==> config.mk <==
export PLATFORM = sky130hd
export DESIGN_NAME = psdlv_alu
export DESIGN_NICKNAME = d
export VERILOG_FILES = /design/src/rtl/core/psdlv_pkg.sv /design/src/rtl/core/psdlv_alu.sv
export SDC_FILE = /design/constraint.sdc
export NUM_CORES = 1
export LEC_CHECK = 0
export BUFFER_PORTS_ARGS = -buffer_cell sky130_fd_sc_hd__buf_4
export CORE_UTILIZATION = 45
export DETAILED_ROUTE_END_ITERATION = 8
export PLACE_DENSITY = 0.86
export SLEW_MARGIN = 0
export SYNTH_ARGS = -nofsm -noshare
export SYNTH_HDL_FRONTEND = slang
export SYNTH_SLANG_ARGS = --single-unit
==> constraint.sdc <==
create_clock -name vclk -period 9.5
set_clock_uncertainty 0.1 [all_clocks]
set_input_delay 2.85 -clock vclk [all_inputs]
set_output_delay 2.85 -clock vclk [all_outputs]
set_load 0.005 [all_outputs]
==> src/rtl/core/psdlv_pkg.sv <==
package psdlv_pkg;

   localparam int MAX_DELAY_DEF   = 1024;
   localparam int SAMPLE_BITS_DEF = 16;

   localparam int CMD_BITS       = 2;
   localparam int INDEX_BITS     = 10;
   localparam int EXC_BITS       = 16;
   localparam int MIX_BITS       = 18;
   localparam int OUT_BITS       = 18;
   localparam int LEN_BITS       = 11;
   localparam int GAIN_BITS      = 17;
   localparam int CSR_INDEX_BITS = 2;
   localparam int CSR_DATA_BITS  = 17;

   localparam logic [LEN_BITS-1:0]  LEN_RESET = 11'd100;
   localparam logic [GAIN_BITS-1:0] GAIN_ONE  = 17'd65536;

   localparam logic signed [OUT_BITS-1:0] OUT_MAX = {1'b0, {(OUT_BITS-1){1'b1}}};
   localparam logic signed [OUT_BITS-1:0] OUT_MIN = {1'b1, {(OUT_BITS-1){1'b0}}};

   typedef enum logic [CMD_BITS-1:0] {
      CMD_LOAD  = 2'd0,
      CMD_PLUCK = 2'd1,
      CMD_TICK  = 2'd2
   } cmd_type;

   typedef enum logic [CSR_INDEX_BITS-1:0] {
      CSR_DELAY_LENGTH = 2'd0,
      CSR_DECAY_GAIN   = 2'd1
   } csr_index_type;

   typedef enum logic [3:0] {
      ST_CLEAR,
      ST_IDLE,
      ST_PLUCK,
      ST_TICK_POS,
      ST_TICK_CUR,
      ST_TICK_OUT,
      ST_TICK_SUM,
      ST_TICK_MUL,
      ST_TICK_WR
   } state_type;

   typedef enum logic {
      ALU_MIX,
      ALU_PAIR
   } alu_op_type;

   typedef struct packed {
      logic accept;
      logic cmd_pluck;
      logic cmd_tick;
      logic out_free;
   } ctrl_status_type;

   typedef struct packed {
      logic       ready;
      logic       clearing;
      logic       pluck_wr;
      logic       rd_pos;
      logic       cur_cap;
      logic       out_load;
      logic       sum_load;
      logic       prod_load;
      logic       tick_wr;
      alu_op_type alu_op;
   } ctrl_type;

endpackage

==> src/rtl/core/psdlv_alu.sv <==
module psdlv_alu #(
   parameter int W = 18
) (
   input  psdlv_pkg::alu_op_type                  op,
   input  logic signed [W-1:0]                    mix_w,
   input  logic signed [W-1:0]                    cur_out_w,
   input  logic signed [W-1:0]                    cur_w,
   input  logic signed [W-1:0]                    nxt_w,
   output logic signed [W:0]                      sum,
   output logic signed [psdlv_pkg::OUT_BITS-1:0]  sat
);

   localparam int OB = psdlv_pkg::OUT_BITS;

   logic signed [W-1:0] op_a;
   logic signed [W-1:0] op_b;
   logic [W-OB+1:0]     top_bits;

   always_comb begin
      unique case (op)
         psdlv_pkg::ALU_MIX: begin
            op_a = mix_w;
            op_b = cur_out_w;
         end
         psdlv_pkg::ALU_PAIR: begin
            op_a = cur_w;
            op_b = nxt_w;
         end
      endcase
   end

   assign sum      = (W+1)'(op_a) + (W+1)'(op_b);
   assign top_bits = sum[W:OB-1];

   always_comb begin
      if ((&top_bits) || (~|top_bits)) begin
         sat = sum[OB-1:0];
      end else if (sum[W]) begin
         sat = psdlv_pkg::OUT_MIN;
      end else begin
         sat = psdlv_pkg::OUT_MAX;
      end
   end

endmodule

# --- After elaboration in Yosys (flattened, before gate mapping) ---
# Cells that the tools add are included.
totals:
  input_bits: 73
  ff_bits: 0
  out_inout_bits: 37
  elab_cells: 10
op_classes:
  add_sub_neg: 1
  bitwise_logic: 1
  mux: 4
  n_reduce_logical: 4
op_table:
  columns: ["op", "count"]
  rows:
  - ["$pmux W18 S2", 2]
  - ["$mux W18", 2]
  - ["$add A18 B18 Y19", 1]
  - ["$reduce_and A2 Y1", 1]
  - ["$reduce_or A2 Y1", 1]
  - ["$logic_not A1 Y1", 1]
  - ["$logic_or A1 B1 Y1", 1]
  - ["$not A1 Y1", 1]

# --- Depth between registers and ports, before layout ---
# Gate-level depths: netlist of the first run.
depth:
  word_depth: 7
  ltp_mapped: 14
  ltp_nobuf: 10

# --- Worst setup path after synthesis of the first run ---
# OpenSTA, ideal clock, no wires.
synth_path:
  kind: "input-to-output"
  from: "in op"
  to: "out sat[10] in the netlist's numbering"
  stages: 12
  t_required_ns: 6.550
  arrival_time_ns: 5.746
  n_path_buf: 4
  setup_slack_ns: 0.804
  cell_sequence: "clkbuf_1 > clkbuf_1 > mux2_2 > ha_1 > buf_6 > a221o_1 > a31o_1 > a31oi_4 > o2111a_2 > nor2_4 > buf_6 > maj3_2"
synth_via:
  elab_chain_cells: 7
  word_cells_on_any_way: 10
  cone_classes: "add/sub: 1; mux: 4; bitwise: 1; reduce/logical: 4"
synth_lines:
  columns: ["element", "line_no", "source"]
  rows:
  - ["start, declared", "psdlv_alu.sv:4", "input psdlv_pkg::alu_op_type op,"]
  - ["$not A1 Y1", "psdlv_alu.sv:20", "unique case (op)"]
  - ["$pmux W18 S2", "psdlv_alu.sv:20", null]
  - ["$add A18 B18 Y19 *", "psdlv_alu.sv:32", "assign sum = (W+1)'(op_a) + (W+1)'(op_b);"]
  - ["net sum[17]", "psdlv_alu.sv:9", "output logic signed [W:0] sum,"]
  - ["$reduce_or A2 Y1", "psdlv_alu.sv:36", "if ((&top_bits) || (~|top_bits)) begin"]
  - ["$logic_not A1 Y1", "psdlv_alu.sv:36", null]
  - ["$logic_or A1 B1 Y1 *", "psdlv_alu.sv:36", null]
  - ["$mux W18 *", "psdlv_alu.sv:36", null]
  - ["end, declared", "psdlv_alu.sv:10", "output logic signed [psdlv_pkg::OUT_BITS-1:0] sat"]
# Mark *: on every way through the listed nets, which the timed path passes. The rest lies on a longest branch.

# --- Final worst setup path of the first run ---
layout_path:
  from: "in op"
  to: "out sat[9] in the netlist's numbering"
layout_via:
  elab_chain_cells: 7
  word_cells_on_any_way: 10
  cone_classes: "add/sub: 1; mux: 4; bitwise: 1; reduce/logical: 4"
layout_lines:
  columns: ["element", "line_no"]
  rows:
  - ["$not A1 Y1", "psdlv_alu.sv:20"]
  - ["$pmux W18 S2", "psdlv_alu.sv:20"]
  - ["$add A18 B18 Y19 *", "psdlv_alu.sv:32"]
  - ["$reduce_or A2 Y1", "psdlv_alu.sv:36"]
  - ["$logic_not A1 Y1", "psdlv_alu.sv:36"]
  - ["$logic_or A1 B1 Y1", "psdlv_alu.sv:36"]
  - ["$mux W18 *", "psdlv_alu.sv:36"]
# Every way passes the cells marked *; elsewhere a longest branch is shown, timed or not.

==> metrics.txt, run 1 <==
# TYPE chip_impl_metric gauge
chip_impl_metric{name="path_max_fanout",unit=""} 36
chip_impl_metric{name="cp.arrival",unit="ns"} 5.98
chip_impl_metric{name="sequential_cell_total",unit=""} 0
chip_impl_metric{name="post_cts_resize_count",unit=""} 0
chip_impl_metric{name="postCtsSetupBuffers",unit=""} 0
chip_impl_metric{name="floorplan.core_area",unit="um2"} 3416
chip_impl_metric{name="final_layout_size_suffix_gt1_frac",unit=""} 0.5065
chip_impl_metric{name="totalNegativeSetupSlack",unit="ns"} 0
chip_impl_metric{name="n_fill_cell",unit=""} 321
chip_impl_metric{name="start_util",unit=""} 0.4799
chip_impl_metric{name="die_h",unit="um"} 62.35
chip_impl_metric{name="core.rowCount",unit=""} 21
chip_impl_metric{name="nClkBuffers",unit=""} 0
chip_impl_metric{name="max-slew-margin-rel",unit=""} 0.4597
chip_impl_metric{name="min_period",unit="ns"} 8.925
chip_impl_metric{name="area_growth",unit="%"} 50.15
chip_impl_metric{name="dp_hpwl",unit="um"} 3794
chip_impl_info{name="critPathCaptureType",value="output port"} 1
chip_impl_metric{name="pwr_density_cell",unit="nW/um2"} 119.6
chip_impl_info{name="grt_setup_unrepaired",value="no"} 1
chip_impl_metric{name="leak_pwr",unit="nW"} 1.185
chip_impl_metric{name="post_route_insts_no_fill",unit=""} 356
chip_impl_metric{name="timing.critical_path.slowest_cell_delay",unit="ns"} 0.68
chip_impl_metric{name="io_pins",unit=""} 110
chip_impl_info{name="run_status",value="finished clean"} 1
chip_impl_metric{name="netlist_area",unit="um2"} 1639
chip_impl_metric{name="syn_avg_cell_area",unit="um2"} 7.768
chip_impl_metric{name="ir_worst_vdd",unit="mV"} 0.08442
chip_impl_metric{name="final-hold-violation-count",unit=""} 0
chip_impl_metric{name="wl_per_cell",unit="um"} 12.74
chip_impl_metric{name="drt_wl_total",unit="um"} 4534
chip_impl_metric{name="ant_nets",unit=""} 0
chip_impl_metric{name="tightest_slew",unit="ns"} 0.8105
chip_impl_metric{name="num-nets-final",unit=""} 404
chip_impl_metric{name="utilization",unit=""} 0.7205
chip_impl_metric{name="total_via_count_after_detailed_routing",unit=""} 1950
chip_impl_metric{name="finalCritPeriodShare",unit=""} 0.9395
chip_impl_metric{name="layout.area.seq",unit="um2"} 0
chip_impl_info{name="crit_slowest_cell",value="sky130_fd_sc_hd__o21a_1"} 1
chip_impl_metric{name="num_antenna_cells",unit=""} 0
chip_impl_metric{name="dieWidth",unit="um"} 62.35
chip_impl_metric{name="path_buf_inv",unit=""} 3
chip_impl_metric{name="place_inst",unit=""} 356
chip_impl_metric{name="seq_area_frac_synth",unit=""} 0
chip_impl_info{name="critPathTopFamily",value="compound AO/OA/AOI/OAI gates"} 1
chip_impl_metric{name="critical_path_required",unit="ns"} 6.55
chip_impl_metric{name="globalplace.congestion",unit=""} 0.8659
chip_impl_metric{name="port_buffers",unit=""} 110
chip_impl_metric{name="number_of_max_cap_violations",unit=""} 0
chip_impl_metric{name="slew_viol_final",unit=""} 0
chip_impl_info{name="start_to_end_type_of_the_worst_setup_path",value="primary input to output port"} 1
chip_impl_metric{name="yosysWarnings",unit=""} 0
chip_impl_metric{name="post_synth_inst_count",unit=""} 211
chip_impl_metric{name="area_of_the_die",unit="um2"} 3888
chip_impl_metric{name="post_cts_hold_buffer_count",unit=""} 0
chip_impl_metric{name="drt-pass1-iter-count",unit=""} 4
chip_impl_metric{name="synth_nets",unit=""} 303
chip_impl_info{name="worstSetupStartpointType",value="primary input"} 1
chip_impl_metric{name="grt_max_degree",unit=""} 37
chip_impl_metric{name="antenna_found_initial",unit=""} 0
chip_impl_metric{name="groute.usage.overall",unit=""} 0.2268
chip_impl_metric{name="finalWorstSetupSlack",unit="ns"} 0.5745
chip_impl_metric{name="holdWs",unit="ns"} 6.049
chip_impl_info{name="timing.critical_path.cells",value="buf_4 -> mux2_2 -> ha_1 -> inv_1 -> fa_1 -> nand2b_1 -> a211oi_1 -> o21ai_0 -> nand3_1 -> o21a_1 -> maj3_2 -> buf_4"} 1
chip_impl_metric{name="grt_first_pass_wirelength",unit="um"} 7569
chip_impl_metric{name="preCtsSetupSlack",unit="ns"} 0.5851
chip_impl_metric{name="remaining_drc_errors",unit=""} 0
chip_impl_metric{name="vias_per_cell",unit=""} 5.478
chip_impl_metric{name="via_count_of_the_first_global_routing_pass",unit=""} 1806
chip_impl_metric{name="overflow_left_after_global_routing",unit=""} 0
chip_impl_metric{name="first_iter_violations",unit=""} 46
chip_impl_info{name="min-delay-path-class",value="primary input to output port"} 1
chip_impl_metric{name="timing.final.setup_violations",unit=""} 0
chip_impl_info{name="worst_path_most_repeated_cell",value="sky130_fd_sc_hd__buf_4"} 1
chip_impl_metric{name="yosys.cell_types.count",unit=""} 44
chip_impl_metric{name="clock.fmax",unit="MHz"} 112.0
-- area by class of cell --
class              instances  area, um2  share of cell area
multi-input cells        191       1544              0.6274
inverters                  9      33.78             0.01373
well taps                 46      57.56             0.02339
repair buffers           110      825.8              0.3355
-- layer usage --
layer / vias to the layer above / global-route usage / wire length [um]
met4: 0 / 0.03198 / 63
met2: 93 / 0.4368 / 2208
li1: 985 / - / -
met3: 7 / 0.02574 / 393
met1: 865 / 0.2706 / 1868
met5: - / 0 / 0
-- cells in the mapped netlist, types with 2 or more instances --
master / number / share of area
sky130_fd_sc_hd__and2_1: 2 / 0.0076
sky130_fd_sc_hd__nand2b_1: 2 / 0.0076
sky130_fd_sc_hd__o21a_1: 3 / 0.014
sky130_fd_sc_hd__buf_2: 4 / 0.012
sky130_fd_sc_hd__o21ai_0: 12 / 0.037
sky130_fd_sc_hd__ha_1: 18 / 0.14
sky130_fd_sc_hd__nor2_1: 13 / 0.030
sky130_fd_sc_hd__a21o_1: 6 / 0.027
sky130_fd_sc_hd__maj3_1: 8 / 0.049
sky130_fd_sc_hd__or3_1: 2 / 0.0076
sky130_fd_sc_hd__clkbuf_1: 4 / 0.0092
sky130_fd_sc_hd__nand2_1: 23 / 0.053
sky130_fd_sc_hd__maj3_2: 8 / 0.055
sky130_fd_sc_hd__mux2_2: 34 / 0.23
sky130_fd_sc_hd__mux2i_1: 3 / 0.018
sky130_fd_sc_hd__a21oi_1: 17 / 0.052
sky130_fd_sc_hd__xor2_1: 6 / 0.032
sky130_fd_sc_hd__nor3_1: 2 / 0.0061
sky130_fd_sc_hd__nand3_1: 3 / 0.0092
sky130_fd_sc_hd__inv_1: 9 / 0.021
sky130_fd_sc_hd__nand4_1: 4 / 0.015
sky130_fd_sc_hd__xnor2_1: 5 / 0.027
sky130_fd_sc_hd__buf_6: 2 / 0.014
-- power by group --
group	internal [mW]	switching, mW	leakage [nW]
Sequential	0	0	0
Clock	0	0	0
Combinational	0.162	0.132	1.18
Total	0.162	0.132	1.18
-- worst min-delay path, cell delays in order --
cell                     delay [ns]
sky130_fd_sc_hd__buf_4         0.07
sky130_fd_sc_hd__mux2_2        0.13
sky130_fd_sc_hd__ha_1          0.14
sky130_fd_sc_hd__buf_4         0.11
-- cells by family (layout without fill, tap and decap cells) --
kind of cell | count (synthesis) | after routing | synth area share
buf+inv | 20 | 119 | 0.05801
xor+xnor | 11 | 11 | 0.05878
fa+ha+maj | 35 | 35 | 0.2534
compound gates | 52 | 52 | 0.2176
mux | 37 | 37 | 0.2519
simple gates | 56 | 56 | 0.1603
-- through the flow --
stage	total power, mW	instance area (um2)
final	0.2942	2461
after global routing	0.3198	2461
after CTS	0.2951	2461
after detailed placement	0.2939	2461
after global placement	0.2888	2461
after floorplan	0.1671	1639
-- cells in the final DEF (no fill, tap or decap), types with 2 or more instances in the layout --
| cell type | instances |
|---|---|
| sky130_fd_sc_hd__xor2_1 | 6 |
| sky130_fd_sc_hd__nand2_1 | 23 |
| sky130_fd_sc_hd__maj3_1 | 8 |
| sky130_fd_sc_hd__nand3_1 | 3 |
| sky130_fd_sc_hd__xnor2_1 | 5 |
| sky130_fd_sc_hd__nor3_1 | 2 |
| sky130_fd_sc_hd__nand2b_1 | 2 |
| sky130_fd_sc_hd__mux2_2 | 34 |
| sky130_fd_sc_hd__a21oi_1 | 17 |
| sky130_fd_sc_hd__ha_1 | 18 |
| sky130_fd_sc_hd__mux2i_1 | 3 |
| sky130_fd_sc_hd__maj3_2 | 8 |
| sky130_fd_sc_hd__and2_1 | 2 |
| sky130_fd_sc_hd__nor2_1 | 13 |
| sky130_fd_sc_hd__or3_1 | 2 |
| sky130_fd_sc_hd__o21a_1 | 3 |
| sky130_fd_sc_hd__inv_1 | 9 |
| sky130_fd_sc_hd__nand4_1 | 4 |
| sky130_fd_sc_hd__o21ai_0 | 12 |
| sky130_fd_sc_hd__a21o_1 | 6 |
| sky130_fd_sc_hd__buf_4 | 110 |
-- final timing paths --
kind | from | end | slack (ns) | cells past startpoint
worst min-delay path | nxt_w[0] | sum[0] | 6.05 | 4
worst max-delay path | op | sat[9] | 0.57 | 12
Power figures use the tool's default switching activity.
==> inputs of run 2 (changes only) <==
--- a/config.mk
+++ b/config.mk
@@ -5,10 +5,11 @@
 export SDC_FILE = /design/constraint.sdc
 export NUM_CORES = 1
 export LEC_CHECK = 0
+export ABC_AREA = 1
 export BUFFER_PORTS_ARGS = -buffer_cell sky130_fd_sc_hd__buf_4
 export CORE_UTILIZATION = 45
 export DETAILED_ROUTE_END_ITERATION = 8
-export PLACE_DENSITY = 0.86
+export PLACE_DENSITY = 0.84
 export SLEW_MARGIN = 0
 export SYNTH_ARGS = -nofsm -noshare
 export SYNTH_HDL_FRONTEND = slang
==> run 2 against run 1 <==
First-iteration DRC count rose by 57%; wire length rose by 5.1%; cell count rose by 17%; flip-flop and latch count did not move; utilization fell by 2.0 points; critical path type unchanged.
==> metrics.txt, run 2 <==
# TYPE chip_impl_metric gauge
chip_impl_info{name="grt_setup_unrepaired",value="no"} 1
chip_impl_info{name="timing.critical_path.cells",value="buf_4 -> mux2_2 -> ha_1 -> inv_1 -> fa_1 -> inv_1 -> a31oi_1 -> o21ai_0 -> nand2_1 -> nand2_1 -> nand2_1 -> nand2_1 -> nand2_2 -> nand2_1 -> buf_4"} 1
chip_impl_metric{name="post_route_insts_no_fill",unit=""} 418
chip_impl_metric{name="timing.final.setup_violations",unit=""} 0
chip_impl_info{name="synth_top_family_by_area",value="simple AND/OR/NAND/NOR gates"} 1
chip_impl_info{name="worst_path_most_repeated_cell",value="sky130_fd_sc_hd__nand2_1"} 1
chip_impl_metric{name="layout.area.seq",unit="um2"} 0
chip_impl_metric{name="groute.usage.overall",unit=""} 0.2364
chip_impl_metric{name="nClkBuffers",unit=""} 0
chip_impl_info{name="most_frequent_cells_in_the_layout",value="sky130_fd_sc_hd__buf_4, sky130_fd_sc_hd__nand2_1, sky130_fd_sc_hd__mux2_2"} 1
chip_impl_metric{name="start_util",unit=""} 0.4710
chip_impl_metric{name="holdWs",unit="ns"} 6.070
chip_impl_info{name="critPathCaptureType",value="output port"} 1
chip_impl_metric{name="synth_nets",unit=""} 358
chip_impl_metric{name="die_h",unit="um"} 63.90
chip_impl_info{name="worstSetupStartpointType",value="primary input"} 1
chip_impl_metric{name="totalNegativeSetupSlack",unit="ns"} 0
chip_impl_metric{name="post_cts_resize_count",unit=""} 0
chip_impl_metric{name="post_synth_xor_area_fraction",unit=""} 0.05080
chip_impl_info{name="most_frequent_standard_cell_in_the_layout_excluding_fill_and_tap_cells",value="sky130_fd_sc_hd__buf_4"} 1
chip_impl_metric{name="tightest_slew",unit="ns"} 0.4899
chip_impl_metric{name="place_inst",unit=""} 418
chip_impl_metric{name="critical_path_required",unit="ns"} 6.55
chip_impl_metric{name="grt_max_degree",unit=""} 39
chip_impl_metric{name="wl_per_cell",unit="um"} 11.40
chip_impl_metric{name="drt-pass1-iter-count",unit=""} 4
chip_impl_metric{name="vias_per_cell",unit=""} 4.957
chip_impl_metric{name="overflow_left_after_global_routing",unit=""} 0
chip_impl_metric{name="min_period",unit="ns"} 8.374
chip_impl_info{name="synth_largest_area_cell",value="sky130_fd_sc_hd__mux2_2"} 1
chip_impl_info{name="run_status",value="finished clean"} 1
chip_impl_metric{name="first_iter_violations",unit=""} 72
chip_impl_metric{name="yosysTopAreaCellShare",unit=""} 0.2221
chip_impl_metric{name="number_of_max_cap_violations",unit=""} 0
chip_impl_metric{name="num-nets-final",unit=""} 464
chip_impl_metric{name="area_growth",unit="%"} 48.84
chip_impl_metric{name="path_max_fanout",unit=""} 38
chip_impl_metric{name="seq_area_frac_synth",unit=""} 0
chip_impl_metric{name="leak_pwr",unit="nW"} 1.431
chip_impl_metric{name="clock.fmax",unit="MHz"} 119.4
chip_impl_metric{name="slew_viol_final",unit=""} 0
chip_impl_metric{name="finalWorstSetupSlack",unit="ns"} 1.126
chip_impl_metric{name="total_via_count_after_detailed_routing",unit=""} 2072
chip_impl_info{name="yosys-top-cells-area",value="sky130_fd_sc_hd__mux2_2, sky130_fd_sc_hd__nand2_1, sky130_fd_sc_hd__ha_1"} 1
chip_impl_metric{name="num_antenna_cells",unit=""} 0
chip_impl_metric{name="globalplace.congestion",unit=""} 0.9424
chip_impl_metric{name="pwr_density_cell",unit="nW/um2"} 116.2
chip_impl_metric{name="grt_first_pass_wirelength",unit="um"} 8197
chip_impl_metric{name="post_synth_inst_count",unit=""} 266
chip_impl_metric{name="area_fraction_in_compound_gates_after_synthesis",unit=""} 0.09361
chip_impl_metric{name="final-hold-violation-count",unit=""} 0
chip_impl_info{name="start_to_end_type_of_the_worst_setup_path",value="primary input to output port"} 1
chip_impl_metric{name="port_buffers",unit=""} 110
chip_impl_metric{name="remaining_drc_errors",unit=""} 0
chip_impl_metric{name="simple_gate_area_share_of_the_yosys_netlist",unit=""} 0.4071
chip_impl_metric{name="synth-adder-area-share",unit=""} 0.1422
chip_impl_metric{name="post_dp_cell_area",unit="um2"} 2566
chip_impl_info{name="yosysMostFrequentCell",value="sky130_fd_sc_hd__nand2_1"} 1
chip_impl_metric{name="yosysWarnings",unit=""} 0
chip_impl_metric{name="ir_worst_vdd",unit="mV"} 0.05968
chip_impl_metric{name="finalCritPeriodShare",unit=""} 0.8815
chip_impl_metric{name="dieWidth",unit="um"} 63.90
chip_impl_metric{name="io_pins",unit=""} 110
chip_impl_metric{name="area_of_the_die",unit="um2"} 4083
chip_impl_metric{name="via_count_of_the_first_global_routing_pass",unit=""} 1922
chip_impl_metric{name="yosys.cell_types.count",unit=""} 30
chip_impl_metric{name="drt_wl_total",unit="um"} 4766
chip_impl_info{name="min-delay-path-class",value="primary input to output port"} 1
chip_impl_metric{name="post_cts_hold_buffer_count",unit=""} 0
chip_impl_metric{name="floorplan.core_area",unit="um2"} 3661
chip_impl_metric{name="antenna_found_initial",unit=""} 0
chip_impl_metric{name="sequential_cell_total",unit=""} 0
chip_impl_metric{name="yosys-mux-area-fraction",unit=""} 0.2221
chip_impl_info{name="yosys-top-cells-count",value="sky130_fd_sc_hd__nand2_1, sky130_fd_sc_hd__mux2_2, sky130_fd_sc_hd__inv_1"} 1
chip_impl_metric{name="postCtsSetupBuffers",unit=""} 0
chip_impl_info{name="crit_slowest_cell",value="sky130_fd_sc_hd__o21ai_0"} 1
chip_impl_metric{name="netlist_area",unit="um2"} 1724
chip_impl_metric{name="timing.critical_path.slowest_cell_delay",unit="ns"} 0.43
chip_impl_metric{name="finish.instance_area",unit="um2"} 2566
chip_impl_metric{name="syn_avg_cell_area",unit="um2"} 6.482
chip_impl_metric{name="ant_nets",unit=""} 0
chip_impl_metric{name="core.rowCount",unit=""} 22
chip_impl_metric{name="dp_hpwl",unit="um"} 4079
chip_impl_metric{name="preCtsSetupSlack",unit="ns"} 1.135
chip_impl_metric{name="final_layout_size_suffix_gt1_frac",unit=""} 0.4838
chip_impl_metric{name="max-slew-margin-rel",unit=""} 0.6699
chip_impl_metric{name="cp.arrival",unit="ns"} 5.42
==> run 2: cell count changes after synthesis, moves of 4 or more <==
cell	change
sky130_fd_sc_hd__nand2_1	+56
sky130_fd_sc_hd__nand2_2	+19
sky130_fd_sc_hd__inv_1	+17
sky130_fd_sc_hd__nand3_1	+9
sky130_fd_sc_hd__maj3_1	-8
sky130_fd_sc_hd__maj3_2	-8
sky130_fd_sc_hd__a21o_1	-6
sky130_fd_sc_hd__o21ai_0	-6
sky130_fd_sc_hd__nand2_4	+4
sky130_fd_sc_hd__nand3_2	+4
sky130_fd_sc_hd__nand4_1	-4
==> run 2: path summary, 6_finish.rpt <==
| check | to | slack, ns | cells after the start | startpoint |
|---|---|---|---|---|
| worst min-delay path | sum[0] | 6.07 | 4 | cur_out_w[0] |
| worst max-delay path | sat[16] | 1.13 | 15 | op |
==> run 2: power by group <==
part	internal, mW	total [mW]	switching [mW]
Clock	0	0	0
Sequential	0	0	0
Combinational	0.150	0.298	0.149
Total	0.150	0.298	0.149
==> run 2: worst max-delay path: cells and delay by family <==
kind                     cells  cell delay [ns]
AND/OR/NAND/NOR              6             0.47
AO/OA/AOI/OAI                2             0.56
buffers and inverters        4             0.68
adder cells (fa/ha/maj)      2             0.62
multiplexers                 1             0.24
==> run 2: logic make-up (layout without fill, tap and decap cells) <==
| group | after synthesis | in the layout |
|---|---|---|
| AO/OA/AOI/OAI | 29 | 29 |
| XOR/XNOR | 10 | 10 |
| adder cells (fa/ha/maj) | 19 | 19 |
| buffers and inverters | 33 | 137 |
| multiplexers | 34 | 34 |
| AND/OR/NAND/NOR | 141 | 141 |
==> run 2: metrics by stage <==
step,util,power (mW)
floorplan,-,0.1703
global placement,0.7010,0.2938
detailed placement,0.7010,0.2978
CTS,0.7010,0.2993
global route,0.7010,0.3279
finish,0.7010,0.2983
==> run 2: layout make-up <==
cell class	count	area, um2
Multi-Input combinational cell	233	1579
Fill cell	352	1095
Timing Repair Buffer	110	825.8
Inverter	27	101.3
Tap cell	48	60.06
==> run 2: per-layer routing <==
layer,share of wire,global-route usage,vias up
li1,-,-,1089
met4,0,0.005682,0
met2,0.47,0.4255,75
met3,0.053,0.008929,0
met1,0.47,0.3248,908
met5,0,0,-
==> inputs of run 3 (changes only) <==
--- a/config.mk
+++ b/config.mk
@@ -7,9 +7,10 @@
 export LEC_CHECK = 0
 export ABC_AREA = 1
 export BUFFER_PORTS_ARGS = -buffer_cell sky130_fd_sc_hd__buf_4
-export CORE_UTILIZATION = 45
+export CORE_UTILIZATION = 41
 export DETAILED_ROUTE_END_ITERATION = 8
-export PLACE_DENSITY = 0.84
+export GPL_TIMING_DRIVEN = 0
+export PLACE_DENSITY = 0.81
 export SLEW_MARGIN = 0
 export SYNTH_ARGS = -nofsm -noshare
 export SYNTH_HDL_FRONTEND = slang
==> constraint.sdc (replaced) <==
create_clock -name vclk -period 6.8
set_clock_uncertainty 0.1 [all_clocks]
set_input_delay 2.04 -clock vclk [all_inputs]
set_output_delay 2.04 -clock vclk [all_outputs]
set_load 0.005 [all_outputs]
==> run 3 against run 2 <==
Clock-buffer cell count unchanged; hold slack got worse by 1.6 ns; flip-flop and latch count unchanged; utilization decreased by 4.7 points; via count increased by 3.5%; wire length increased by 8.7%; cell count increased by 1.7%; critical path depth increased by 3; sequential share of layout area unchanged; largest cell class unchanged.
==> metrics.txt, run 3 (synthesis results as in run 2) <==
# TYPE chip_impl_metric gauge
chip_impl_metric{name="drt-pass1-iter-count",unit=""} 5
chip_impl_metric{name="ir_worst_vdd",unit="mV"} 0.1162
chip_impl_metric{name="vias_per_cell",unit=""} 5.045
chip_impl_metric{name="clock.fmax",unit="MHz"} 150.9
chip_impl_info{name="start_to_end_type_of_the_worst_setup_path",value="primary input to output port"} 1
chip_impl_metric{name="port_buffers",unit=""} 109
chip_impl_metric{name="area_growth",unit="%"} 52.83
chip_impl_metric{name="power.share.combinational",unit=""} 1.000
chip_impl_metric{name="leak_pwr",unit="nW"} 1.465
chip_impl_metric{name="critical_path_required",unit="ns"} 4.66
chip_impl_metric{name="num-nets-final",unit=""} 469
chip_impl_metric{name="cp.arrival",unit="ns"} 4.49
chip_impl_info{name="critPathCaptureType",value="output port"} 1
chip_impl_metric{name="ant_nets",unit=""} 0
chip_impl_metric{name="drt_wl_total",unit="um"} 5181
chip_impl_info{name="grt_setup_unrepaired",value="no"} 1
chip_impl_metric{name="area_taken_by_multi_input_logic_gates",unit="um2"} 1587
chip_impl_metric{name="groute.usage.overall",unit=""} 0.2238
chip_impl_metric{name="slew_viol_final",unit=""} 0
chip_impl_metric{name="die_h",unit="um"} 66.85
chip_impl_metric{name="post_cts_hold_buffer_count",unit=""} 0
chip_impl_metric{name="area_of_the_die",unit="um2"} 4468
chip_impl_metric{name="layout.area.seq",unit="um2"} 0
chip_impl_metric{name="finalCritPeriodShare",unit=""} 0.9745
chip_impl_metric{name="nClkBuffers",unit=""} 0
chip_impl_metric{name="final_layout_size_suffix_gt1_frac",unit=""} 0.4960
chip_impl_metric{name="core.rowCount",unit=""} 23
chip_impl_metric{name="max-slew-margin-rel",unit=""} 0.7628
chip_impl_metric{name="num_antenna_cells",unit=""} 0
chip_impl_info{name="worstSetupStartpoint",value="op"} 1
chip_impl_metric{name="clock_power_share",unit=""} 0
chip_impl_info{name="min-delay-path-class",value="primary input to output port"} 1
chip_impl_metric{name="utilization",unit=""} 0.6540
chip_impl_metric{name="floorplan.core_area",unit="um2"} 4029
chip_impl_metric{name="antenna_found_initial",unit=""} 0
chip_impl_metric{name="dp_hpwl",unit="um"} 4487
chip_impl_metric{name="globalplace.congestion",unit=""} 0.8446
chip_impl_metric{name="number_of_max_cap_violations",unit=""} 0
chip_impl_metric{name="io_pins",unit=""} 110
chip_impl_info{name="hold_path.startpoint",value="nxt_w[0]"} 1
chip_impl_metric{name="seqPwrFrac",unit=""} 0
chip_impl_metric{name="grt_max_degree",unit=""} 11
chip_impl_metric{name="holdWs",unit="ns"} 4.429
chip_impl_metric{name="wl_per_cell",unit="um"} 12.19
chip_impl_metric{name="total_via_count_after_detailed_routing",unit=""} 2144
chip_impl_info{name="run_status",value="finished clean"} 1
chip_impl_metric{name="timing.final.setup_violations",unit=""} 0
chip_impl_metric{name="grt_first_pass_wirelength",unit="um"} 8093
chip_impl_metric{name="n_fill_cell",unit=""} 379
chip_impl_metric{name="path_max_fanout",unit=""} 10
chip_impl_metric{name="sequential_cell_total",unit=""} 0
chip_impl_metric{name="overflow_left_after_global_routing",unit=""} 0
chip_impl_metric{name="power.internal",unit="mW"} 0.2199
chip_impl_metric{name="worst_hold_path.num_cells",unit=""} 4
chip_impl_metric{name="tightest_slew",unit="ns"} 0.3521
chip_impl_metric{name="via_count_of_the_first_global_routing_pass",unit=""} 1931
chip_impl_metric{name="remaining_drc_errors",unit=""} 0
chip_impl_metric{name="dieWidth",unit="um"} 66.85
chip_impl_metric{name="start_util",unit=""} 0.4280
chip_impl_metric{name="min_period",unit="ns"} 6.627
chip_impl_info{name="most_frequent_standard_cell_in_the_layout_excluding_fill_and_tap_cells",value="sky130_fd_sc_hd__buf_4"} 1
chip_impl_info{name="min_delay_worst_endpoint",value="sum[0]"} 1
chip_impl_metric{name="sw_share",unit=""} 0.4922
chip_impl_metric{name="first_iter_violations",unit=""} 78
chip_impl_info{name="worstSetupStartpointType",value="primary input"} 1
chip_impl_metric{name="power.net_switching",unit="mW"} 0.2132
chip_impl_metric{name="pwr_density_cell",unit="nW/um2"} 164.4
chip_impl_metric{name="final-hold-violation-count",unit=""} 0
chip_impl_info{name="most_frequent_cells_in_the_layout",value="sky130_fd_sc_hd__buf_4, sky130_fd_sc_hd__nand2_1, sky130_fd_sc_hd__mux2_2"} 1
chip_impl_metric{name="postCtsSetupBuffers",unit=""} 0
-- run 3: cell count changes in the layout (fill, tap and decap cells not counted) --
cell	before	now
sky130_fd_sc_hd__buf_6	0	3
sky130_fd_sc_hd__a21oi_1	16	15
sky130_fd_sc_hd__a21oi_2	2	3
sky130_fd_sc_hd__buf_12	0	1
sky130_fd_sc_hd__buf_4	110	109
sky130_fd_sc_hd__clkbuf_2	0	1
sky130_fd_sc_hd__clkbuf_4	0	1
sky130_fd_sc_hd__o21ai_0	6	5
sky130_fd_sc_hd__o21ai_2	0	1
-- run 3: through the flow --
| step | setup TNS (ns) | std cells | setup slack (ns) | cell area [um2] | power, mW |
|---|---|---|---|---|---|
| 6_report | 0 | 425 | 0.1734 | 2635 | 0.4331 |
| 5_1_grt | 0 | 425 | 0.001184 | 2635 | 0.4731 |
| 4_1_cts | 0 | 425 | 0.0004188 | 2610 | 0.4319 |
| 3_5_place_dp | -4.097 | 425 | -0.3112 | 2605 | 0.4287 |
| 3_3_place_gp | -2.989 | 425 | -0.2325 | 2605 | 0.4213 |
| 2_1_floorplan | 0 | 266 | 0.2968 | 1724 | 0.2380 |
-- run 3: what timing repair did --
action	in CTS	in global routing
setup endpoints to repair	20	12
gates resized for setup	4	10
hold endpoints to repair	0	0
pin swaps	0	1
gates cloned	0	0
-- run 3: area by class of cell --
class	count	area share
tap	50	0.02374
timing repair buffer	109	0.3105
multi-input combinational	233	0.6021
buffer	6	0.02517
inverter	27	0.03846
-- run 3: worst max-delay path, cell delays in order --
cell and delay [ns]:
sky130_fd_sc_hd__clkbuf_4 0.18, sky130_fd_sc_hd__buf_6 0.16, sky130_fd_sc_hd__mux2_2 0.22, sky130_fd_sc_hd__ha_1 0.23
sky130_fd_sc_hd__inv_1 0.07, sky130_fd_sc_hd__fa_1 0.41, sky130_fd_sc_hd__inv_1 0.13, sky130_fd_sc_hd__nand3_1 0.10
sky130_fd_sc_hd__nand3_2 0.13, sky130_fd_sc_hd__nand2_2 0.08, sky130_fd_sc_hd__nand2_2 0.08, sky130_fd_sc_hd__nand2_4 0.07
sky130_fd_sc_hd__nand2_4 0.07, sky130_fd_sc_hd__nand2_4 0.09, sky130_fd_sc_hd__buf_12 0.16, sky130_fd_sc_hd__nand2_2 0.05
sky130_fd_sc_hd__nand2_1 0.06, sky130_fd_sc_hd__buf_4 0.13
-- run 3: how the worst max path moves through the flow --
stage	end	slack (ns)
final	sat[10]	0.17
after global routing	sat[12]	0.001
after CTS	sat[10]	0.0004
after detailed placement	sat[12]	-0.31
after global placement	sat[16]	-0.23
after floorplan	sat[10]	0.30
-- run 3: power by group through the flow --
stage	Sequential, mW	Combinational, mW	Clock, mW
floorplan	0	0.238	0
global placement	0	0.421	0
detailed placement	0	0.429	0
CTS	0	0.432	0
global route	0	0.473	0
finish	0	0.433	0
-- run 3: layer usage --
| metal | vias to the layer above | GRT usage | wire length, um |
|---|---|---|---|
| met2 | 87 | 0.4167 | 2582 |
| met1 | 954 | 0.2886 | 2238 |
| met5 | - | 0 | 0 |
| li1 | 1103 | - | - |
| met4 | 0 | 0.01064 | 0 |
| met3 | 0 | 0.01712 | 360 |
